**src/twai_pkg.sv**
```systemverilog
package twai_pkg;

  localparam int WINDOW    = 16;
  localparam int PTR_W     = (WINDOW > 1) ? $clog2(WINDOW) : 1;
  localparam int CNT_W     = $clog2(WINDOW + 1);
  localparam int CMP_W     = (CNT_W > 5) ? CNT_W : 5;

  localparam int SMP_W     = 16;
  localparam int STAMP_W   = 32;
  localparam int LEN_W     = 5;
  localparam int CNT_OUT_W = 5;
  localparam int DT_W      = 16;
  localparam int RES_W     = 41;

  // At most 16 samples of 16 bits are summed.
  localparam int SUM_W     = SMP_W + LEN_W;
  localparam int MAG_W     = SUM_W - 1;
  localparam int PROD_W    = MAG_W + DT_W;
  localparam int FRAC_W    = 16;
  localparam int DVD_W     = PROD_W + FRAC_W;
  localparam int DIV_W     = 15;
  localparam int MS_PER_S  = 1000;

  // The quotient is the mean times dt times 65.536, which stays below 2^38.
  localparam int Q_W       = 38;
  localparam int DIV_STEPS = Q_W / 2;
  localparam int STEP_CW   = $clog2(DIV_STEPS);

  localparam logic [DT_W-1:0] DT_MAX = {DT_W{1'b1}};

  typedef enum logic [2:0] {
    ST_IDLE,
    ST_READ,
    ST_LAST,
    ST_MUL,
    ST_DIVS,
    ST_DIVW,
    ST_FIN
  } seq_state_t;

  typedef struct packed {
    logic              wr;
    logic [PTR_W-1:0]  wr_addr;
    logic [PTR_W-1:0]  rd_addr;
    logic              clr;
    logic              acc;
    logic              mul;
    logic              div_start;
    logic [DT_W-1:0]   dt;
    logic [DIV_W-1:0]  divisor;
  } lane_ctrl_t;

  typedef struct packed {
    logic                 ready;
    logic                 load;
    logic                 zero;
    logic                 full;
    logic [CNT_OUT_W-1:0] count;
  } seq_stat_t;

endpackage

```
**src/three_axis_window_average_integrator.sv**
```systemverilog
// Channel   Dir  Handshake                  Content
// s_*       in   s_tvalid / s_tready        sample_x, sample_y, sample_z, stamp_ms
// m_*       out  m_tvalid / m_tready        incr_x, incr_y, incr_z, window_full, stored_count
// cfg_*     in   cfg_valid / cfg_ready      avg_len
//
// An item is processed in steps: the window memory is read one entry a cycle per lane
// for the n samples averaged, then the product is formed and the divider yields two
// quotient bits a cycle. With a single stored sample those steps are skipped.
// Reset clears the fill count, the last timestamp and sets avg_len to 1.
// The output register lets a new request in while the last result waits on m_tready.
module three_axis_window_average_integrator (
  input  logic         clk,
  input  logic         rst,
  input  logic         s_tvalid,
  output logic         s_tready,
  input  logic [79:0]  s_tdata,   // sample_x[15:0], sample_y[31:16], sample_z[47:32],
                                  // stamp_ms[79:48]
  output logic         m_tvalid,
  input  logic         m_tready,
  output logic [135:0] m_tdata,   // incr_x[40:0], incr_y[81:41], incr_z[122:82],
                                  // window_full[123], stored_count[128:124], zero fill
  input  logic         cfg_valid,
  output logic         cfg_ready,
  input  logic [4:0]   cfg_data
);
  import twai_pkg::*;

  logic [LEN_W-1:0] avg_len;
  lane_ctrl_t       ctrl;
  seq_stat_t        stat;
  logic             out_free;
  logic             done_x;
  logic             done_y;
  logic             done_z;

  logic signed [RES_W-1:0] res_x;
  logic signed [RES_W-1:0] res_y;
  logic signed [RES_W-1:0] res_z;
  logic signed [RES_W-1:0] incr_x;
  logic signed [RES_W-1:0] incr_y;
  logic signed [RES_W-1:0] incr_z;
  logic                    window_full;
  logic [CNT_OUT_W-1:0]    stored_count;

  assign cfg_ready = 1'b1;

  always_ff @(posedge clk) begin
    if (rst) begin
      avg_len <= LEN_W'(1);
    end else if (cfg_valid) begin
      avg_len <= cfg_data;
    end
  end

  twai_seq u_seq (
    .clk      (clk),
    .rst      (rst),
    .in_valid (s_tvalid),
    .stamp    (s_tdata[79:48]),
    .avg_len  (avg_len),
    .div_done (done_x),
    .out_free (out_free),
    .ctrl     (ctrl),
    .stat     (stat)
  );

  assign s_tready = stat.ready;

  twai_lane u_lane_x (
    .clk    (clk),
    .rst    (rst),
    .ctrl   (ctrl),
    .sample (s_tdata[15:0]),
    .result (res_x),
    .done   (done_x)
  );

  twai_lane u_lane_y (
    .clk    (clk),
    .rst    (rst),
    .ctrl   (ctrl),
    .sample (s_tdata[31:16]),
    .result (res_y),
    .done   (done_y)
  );

  twai_lane u_lane_z (
    .clk    (clk),
    .rst    (rst),
    .ctrl   (ctrl),
    .sample (s_tdata[47:32]),
    .result (res_z),
    .done   (done_z)
  );

  assign out_free = !m_tvalid || m_tready;

  always_ff @(posedge clk) begin
    if (rst) begin
      m_tvalid <= 1'b0;
    end else if (stat.load) begin
      m_tvalid <= 1'b1;
    end else if (m_tready) begin
      m_tvalid <= 1'b0;
    end
  end

  // The x axis is reported with its sign flipped.
  always_ff @(posedge clk) begin
    if (stat.load) begin
      incr_x       <= stat.zero ? '0 : -res_x;
      incr_y       <= stat.zero ? '0 : res_y;
      incr_z       <= stat.zero ? '0 : res_z;
      window_full  <= stat.full;
      stored_count <= stat.count;
    end
  end

  assign m_tdata = {7'd0, stored_count, window_full, incr_z, incr_y, incr_x};

  a_one_at_a_time: assert property (@(posedge clk) disable iff (rst)
    (s_tvalid && s_tready) |=> !s_tready)
    else $error("second request taken while an item is in progress");

  a_full_count: assert property (@(posedge clk) disable iff (rst)
    (m_tvalid && m_tdata[123]) |-> (m_tdata[128:124] == CNT_OUT_W'(WINDOW)))
    else $error("window_full reported with a wrong stored count");

  a_stays_full: assert property (@(posedge clk) disable iff (rst)
    (m_tvalid && m_tready && m_tdata[123]) |=> stat.full)
    else $error("fill count dropped after the window was full");

  a_lanes_agree: assert property (@(posedge clk) disable iff (rst)
    done_x |-> (done_y && done_z))
    else $error("lane dividers out of step");

endmodule

```
**src/twai_div.sv**
```systemverilog
module twai_div (
  input  logic                        clk,
  input  logic                        rst,
  input  logic                        start,
  input  logic [twai_pkg::DVD_W-1:0]  dividend,
  input  logic [twai_pkg::DIV_W-1:0]  divisor,
  output logic [twai_pkg::Q_W-1:0]    quotient,
  output logic                        done
);
  import twai_pkg::*;

  logic [DIV_W-1:0]   rem;
  logic [DIV_W-1:0]   rem_next;
  logic [DIV_W-1:0]   dvs;
  logic [Q_W-1:0]     sh;
  logic [Q_W-1:0]     sh_next;
  logic [STEP_CW-1:0] cnt;
  logic               busy;

  // Two restoring steps per cycle.
  always_comb begin
    logic [DIV_W:0] r1;
    logic [DIV_W:0] t1;
    logic [DIV_W:0] r2;
    logic [DIV_W:0] t2;
    logic           ge1;
    logic           ge2;
    logic [Q_W-1:0] sh1;
    r1  = {rem, sh[Q_W-1]};
    ge1 = (r1 >= {1'b0, dvs});
    t1  = ge1 ? (r1 - {1'b0, dvs}) : r1;
    sh1 = {sh[Q_W-2:0], ge1};
    r2  = {t1[DIV_W-1:0], sh1[Q_W-1]};
    ge2 = (r2 >= {1'b0, dvs});
    t2  = ge2 ? (r2 - {1'b0, dvs}) : r2;
    sh_next  = {sh1[Q_W-2:0], ge2};
    rem_next = t2[DIV_W-1:0];
  end

  always_ff @(posedge clk) begin
    if (rst) begin
      busy <= 1'b0;
      cnt  <= '0;
    end else if (start) begin
      busy <= 1'b1;
      cnt  <= '0;
    end else if (busy) begin
      cnt <= cnt + 1'b1;
      if (cnt == STEP_CW'(DIV_STEPS - 1)) begin
        busy <= 1'b0;
      end
    end
  end

  // The upper dividend bits are known to lie below the divisor.
  always_ff @(posedge clk) begin
    if (start) begin
      rem <= DIV_W'(dividend[DVD_W-1:Q_W]);
      sh  <= dividend[Q_W-1:0];
      dvs <= divisor;
    end else if (busy) begin
      rem <= rem_next;
      sh  <= sh_next;
    end
  end

  assign quotient = sh;
  assign done     = busy && (cnt == STEP_CW'(DIV_STEPS - 1));

endmodule

```
**src/twai_lane.sv**
```systemverilog
module twai_lane (
  input  logic                              clk,
  input  logic                              rst,
  input  twai_pkg::lane_ctrl_t              ctrl,
  input  logic signed [twai_pkg::SMP_W-1:0] sample,
  output logic signed [twai_pkg::RES_W-1:0] result,
  output logic                              done
);
  import twai_pkg::*;

  logic signed [SMP_W-1:0] mem [WINDOW];
  logic signed [SMP_W-1:0] rdata;
  logic signed [SUM_W-1:0] acc;
  logic [SUM_W-1:0]        abs_full;
  logic [MAG_W-1:0]        mag;
  logic [PROD_W-1:0]       prod;
  logic                    neg;
  logic [Q_W-1:0]          quot;

  always_ff @(posedge clk) begin
    if (ctrl.wr) begin
      mem[ctrl.wr_addr] <= sample;
    end
    rdata <= mem[ctrl.rd_addr];
  end

  always_ff @(posedge clk) begin
    if (ctrl.clr) begin
      acc <= '0;
    end else if (ctrl.acc) begin
      acc <= acc + SUM_W'(rdata);
    end
  end

  assign abs_full = acc[SUM_W-1] ? SUM_W'(-acc) : SUM_W'(acc);
  assign mag      = abs_full[MAG_W-1:0];

  always_ff @(posedge clk) begin
    if (ctrl.mul) begin
      prod <= PROD_W'(mag) * PROD_W'(ctrl.dt);
      neg  <= acc[SUM_W-1];
    end
  end

  twai_div u_div (
    .clk      (clk),
    .rst      (rst),
    .start    (ctrl.div_start),
    .dividend ({prod, FRAC_W'(0)}),
    .divisor  (ctrl.divisor),
    .quotient (quot),
    .done     (done)
  );

  assign result = neg ? -$signed(RES_W'(quot)) : $signed(RES_W'(quot));

endmodule

```
**src/twai_seq.sv**
```systemverilog
module twai_seq (
  input  logic                          clk,
  input  logic                          rst,
  input  logic                          in_valid,
  input  logic [twai_pkg::STAMP_W-1:0]  stamp,
  input  logic [twai_pkg::LEN_W-1:0]    avg_len,
  input  logic                          div_done,
  input  logic                          out_free,
  output twai_pkg::lane_ctrl_t          ctrl,
  output twai_pkg::seq_stat_t           stat
);
  import twai_pkg::*;

  seq_state_t       state;
  seq_state_t       state_next;
  logic [PTR_W-1:0] wp;
  logic [PTR_W-1:0] rd_ptr;
  logic [CNT_W-1:0] fill;
  logic [STAMP_W-1:0] last_stamp;
  logic [DT_W-1:0]  dt;
  logic [LEN_W-1:0] n;
  logic [LEN_W-1:0] k;
  logic             issue_d;
  logic             zero;

  logic               accept;
  logic [STAMP_W-1:0] diff;
  logic [DT_W-1:0]    dt_next;
  logic [CNT_W-1:0]   fill_next;
  logic [CMP_W-1:0]   fill_ext;
  logic [CMP_W-1:0]   len_ext;
  logic [LEN_W-1:0]   n_next;
  logic               zero_next;
  logic [CMP_W-1:0]   cnt_ext;

  assign accept    = in_valid && (state == ST_IDLE);
  assign diff      = stamp - last_stamp;
  assign dt_next   = (diff > STAMP_W'(DT_MAX)) ? DT_MAX : diff[DT_W-1:0];
  assign fill_next = (fill < CNT_W'(WINDOW)) ? fill + 1'b1 : fill;
  assign fill_ext  = CMP_W'(fill_next);
  assign len_ext   = (avg_len == '0) ? CMP_W'(1) : CMP_W'(avg_len);
  // When clamped, the count is below the length and still fits its width.
  assign n_next    = (len_ext > fill_ext) ? fill_ext[LEN_W-1:0] : len_ext[LEN_W-1:0];
  assign zero_next = (fill_next <= CNT_W'(1));

  always_ff @(posedge clk) begin
    if (rst) begin
      state <= ST_IDLE;
    end else begin
      state <= state_next;
    end
  end

  always_comb begin
    state_next     = state;
    ctrl.wr        = accept;
    ctrl.wr_addr   = wp;
    ctrl.rd_addr   = rd_ptr;
    ctrl.clr       = accept;
    ctrl.acc       = issue_d;
    ctrl.mul       = (state == ST_MUL);
    ctrl.div_start = (state == ST_DIVS);
    ctrl.dt        = dt;
    ctrl.divisor   = DIV_W'(n) * DIV_W'(MS_PER_S);
    stat.ready     = (state == ST_IDLE);
    stat.load      = (state == ST_FIN) && out_free;
    stat.zero      = zero;
    stat.full      = (fill == CNT_W'(WINDOW));
    cnt_ext        = CMP_W'(fill);
    stat.count     = cnt_ext[CNT_OUT_W-1:0];
    unique case (state)
      ST_IDLE: begin
        if (accept) begin
          state_next = zero_next ? ST_FIN : ST_READ;
        end
      end
      ST_READ: begin
        if (k == n - 1'b1) begin
          state_next = ST_LAST;
        end
      end
      ST_LAST: state_next = ST_MUL;
      ST_MUL:  state_next = ST_DIVS;
      ST_DIVS: state_next = ST_DIVW;
      ST_DIVW: begin
        if (div_done) begin
          state_next = ST_FIN;
        end
      end
      ST_FIN: begin
        if (out_free) begin
          state_next = ST_IDLE;
        end
      end
      default: state_next = ST_IDLE;
    endcase
  end

  always_ff @(posedge clk) begin
    if (rst) begin
      wp         <= '0;
      fill       <= '0;
      last_stamp <= '0;
      issue_d    <= 1'b0;
    end else begin
      issue_d <= (state == ST_READ);
      if (accept) begin
        wp         <= (wp == PTR_W'(WINDOW - 1)) ? '0 : wp + 1'b1;
        fill       <= fill_next;
        last_stamp <= stamp;
      end
    end
  end

  // The newest entry is read first, walking back through the ring.
  always_ff @(posedge clk) begin
    if (accept) begin
      dt     <= dt_next;
      n      <= n_next;
      zero   <= zero_next;
      rd_ptr <= wp;
      k      <= '0;
    end else if (state == ST_READ) begin
      k      <= k + 1'b1;
      rd_ptr <= (rd_ptr == '0) ? PTR_W'(WINDOW - 1) : rd_ptr - 1'b1;
    end
  end

endmodule

```
**config.mk**
```make
export PLATFORM = sky130hd
export DESIGN_NAME = three_axis_window_average_integrator
export DESIGN_NICKNAME = d
export VERILOG_FILES = /design/src/twai_pkg.sv /design/src/three_axis_window_average_integrator.sv /design/src/twai_div.sv /design/src/twai_lane.sv /design/src/twai_seq.sv
export SDC_FILE = /design/constraint.sdc
export NUM_CORES = 2
export LEC_CHECK = 0
export ABC_AREA = 0
export BUFFER_PORTS_ARGS = -buffer_cell sky130_fd_sc_hd__buf_4
export CORE_ASPECT_RATIO = 0.9
export CORE_MARGIN = 4
export CORE_UTILIZATION = 50
export CTS_CLUSTER_SIZE = 12
export DETAILED_ROUTE_END_ITERATION = 6
export PLACE_DENSITY = 0.69
export SETUP_SLACK_MARGIN = 0.1
export SYNTH_ARGS = -nofsm -noshare
export SYNTH_HDL_FRONTEND = slang
export SYNTH_SLANG_ARGS = --single-unit
```
**constraint.sdc**
```tcl
create_clock -name clk -period 9.1 [get_ports clk]
set_input_delay 0.91 -clock clk [delete_from_list [all_inputs] [get_ports clk]]
set_output_delay 0.91 -clock clk [all_outputs]
set_load 0.05 [all_outputs]
```
==> flow_summary.yaml <==
synth:
  syn_area_sq_um: 95500
  synth_ff_type: "edfxtp_1"
  synthArstFlopShare_pct: 0
  ys_ff_latch: 1390
  ys_types: 100
  yosysWarnings: 0
  ys_seq_area_share_pct: 41.2
  syn_area_per_cell_sq_um: 11.4
  synthCells: 8361
  synth_edf_count: 1154
clocking:
  clock_latency_ns: 0.83
  clk_pin_slew_worst_paths_ns: 0.07
  ctsResizeCount: 0
  cts.root.buffer_cell: "clkbuf_16"
  cts_max_level: 4
  cts_tree: "built"
  cts_num_sinks: 1390
  cts_max_path_buffers: 3
  postCtsSetupBuffers: 0
  cts-buffers-inserted: 149
  cts_hold_buf: 0
sta:
  slew_headroom_pct: 16.2
  skew_ns: 0.0594
  fmaxAchievable_mhz: 117
  grt_setup_unrepaired: "no"
  drv_slew: 0
  worst_pin_slew_ns: 1.25
  tns_ns: 0
  finalCritPeriodShare_pct: 93.9
  setup_viol: 0
  hold_viol: 0
  finalCriticalPeriod_ns: 8.55
grt:
  overflow: 0
  grt_antenna_before_repair: 9
  grt_max_degree: 104
  grt_pass1_vias: 62600
  grt_pass1_wl_um: 355000
  gr-usage-all-layers_pct: 22.5
worst_setup_path:
  cp_common_cell: "fa_1"
  r2r_slack_ns: 0.55
  worstPathMaxFanout: 16
  slowest_stage: "or4_1"
  cpPeakStageDelay_ns: 0.58
  arrival_ns: 9.10
  crit_type: "register to register"
  startpoint_type: "register"
  endpoint_kind: "register"
  required_ns: 9.65
drt:
  postRouteWirelength_um: 222000
  ant_nets: 0
  firstDrtPassIters: 6
  viasPerCell: 5.59
  drtIter0Drc: 5239
  drc: 0
  wl_per_cell_um: 19.9
  vias: 62200
floorplan:
  dieArea_sq_um: 198000
  rows: 151
  die_w_um: 469
  die_h_um: 423
  initial_utilization_pct: 50.5
  core_sq_um: 189000
  ioPinCount: 229
placed_design:
  portBuffers: 220
  dp.final_hpwl_um: 152000
  place.gp.congestion: 0.910
cells_and_area:
  fillers: 15700
  area_growth_pct: 9.87
  drive_above_1_share_pct: 10.7
  final_cell_mix: "edfxtp_1 (1154), inv_1 (1001), nand2_1 (985)"
  final_common_cell: "edfxtp_1"
  fin_nets: 9891
job:
  max-cap-violations: 0
outcome:
  status: "finished, final reports clean"
min_path:
  hp-class: "primary input to register"
## sequential cells by signal (all words and copies together), names as in the netlist, 12 cells and up
name / count
u_lane_x.u_div.rem: 15
incr_z: 41
u_lane_y.mem: 256
u_lane_y.prod: 36
u_lane_x.prod: 36
u_lane_x.rdata: 16
u_lane_y.u_div.rem: 15
u_lane_z.prod: 36
u_lane_y.u_div.quotient: 38
u_seq.dt: 16
u_lane_z.mem: 256
u_seq.last_stamp: 32
u_lane_y.rdata: 16
u_lane_x.mem: 256
u_lane_x.u_div.quotient: 38
u_lane_z.u_div.quotient: 38
u_lane_y.acc: 21
u_lane_z.u_div.rem: 15
u_lane_x.acc: 21
u_lane_z.acc: 21
u_lane_z.rdata: 16
u_lane_y.u_div.dvs: 12
incr_x: 41
incr_y: 41
## worst max-delay path: cells and delay by family, from the launching register on
kind            cells  cell delay (ns)
fa+ha+maj           7             3.38
compound gates      9             2.19
simple gates        5             1.71
buf+inv             4             0.42
flops               1             0.39
xor+xnor            2             0.23
## through the flow
| stage | utilization, % | setup WS (ns) | hold slack, ns | area [sq um] | std cells |
|---|---|---|---|---|---|
| floorplan | - | 0.866 | 0.406 | 95500 | 8367 |
| detailed placement | 53.0 | 0.573 | 0.448 | 100000 | 10900 |
| CTS | 55.5 | 0.497 | 0.274 | 105000 | 11100 |
| global route | 55.5 | 0.149 | 0.304 | 105000 | 11100 |
| finish | 55.5 | 0.551 | 0.337 | 105000 | 11100 |
| global placement | 53.0 | 0.541 | 0.442 | 100000 | 10900 |
## area by class of cell
type | instances | area [sq um] | share of cell area [%]
Sequential cell | 1390 | 39400 | 37.5
Antenna cell | 7 | 17.5 | 0.0167
Tap cell | 2524 | 3160 | 3.01
Clock inverter | 50 | 659 | 0.629
Clock buffer | 215 | 4090 | 3.90
Multi-Input combinational cell | 5569 | 50900 | 48.5
Timing Repair Buffer | 382 | 2890 | 2.76
Inverter | 1003 | 3770 | 3.60
## metal layers
metal,part of all wire (%),vias to the layer above,track usage (%)
li1,-,28800,-
met1,45,31000,33.2
met2,45,2184,35.0
met3,7.4,287,4.02
met4,2.0,4,5.19
met5,0.011,-,0
## synthesized netlist by cell type, drive strengths merged, types with 55 or more instances
master	count	share of area, %
a21oi	310	1.6
nand2	986	3.9
nand4	55	0.38
o31ai	61	0.48
xnor2	235	2.2
o21a	58	0.46
nand3	63	0.33
edfxtp	1154	36
a21o	82	0.64
clkbuf	360	1.4
ha	536	7.0
and2	432	2.8
inv	1003	3.9
dfxtp	236	4.9
nor2	485	1.9
nor3	104	0.58
mux4	240	5.7
fa	770	16
xor2	184	1.7
mux2i	121	1.3
o21ai	255	1.3
## path summary, 6_finish.rpt
| kind | to | from | cells past startpoint |
|---|---|---|---|
| setup / recovery | u_lane_x.prod[35] | u_lane_x.acc[6] | 27 |
| setup reg to reg | u_lane_x.prod[35] | u_lane_x.acc[6] | 27 |
| hold reg to reg | u_seq.last_stamp[26] | u_seq.last_stamp[26] | 2 |
| hold / removal | avg_len[0] | cfg_data[0] | 2 |
## cell families after synthesis
kind of cell | after synthesis | synth area share (%)
AO/OA/AOI/OAI | 1051 | 7.02
XOR/XNOR | 419 | 3.84
adder cells (fa/ha/maj) | 1306 | 23.2
buffers and inverters | 1408 | 5.62
flip-flops | 1390 | 41.2
multiplexers | 379 | 7.14
other | 2 | 0.00787
AND/OR/NAND/NOR | 2406 | 11.9
Power is left out: the tool's default activity adds up to more than one toggle a clock period on the data nets, which glitch-free logic cannot reach.
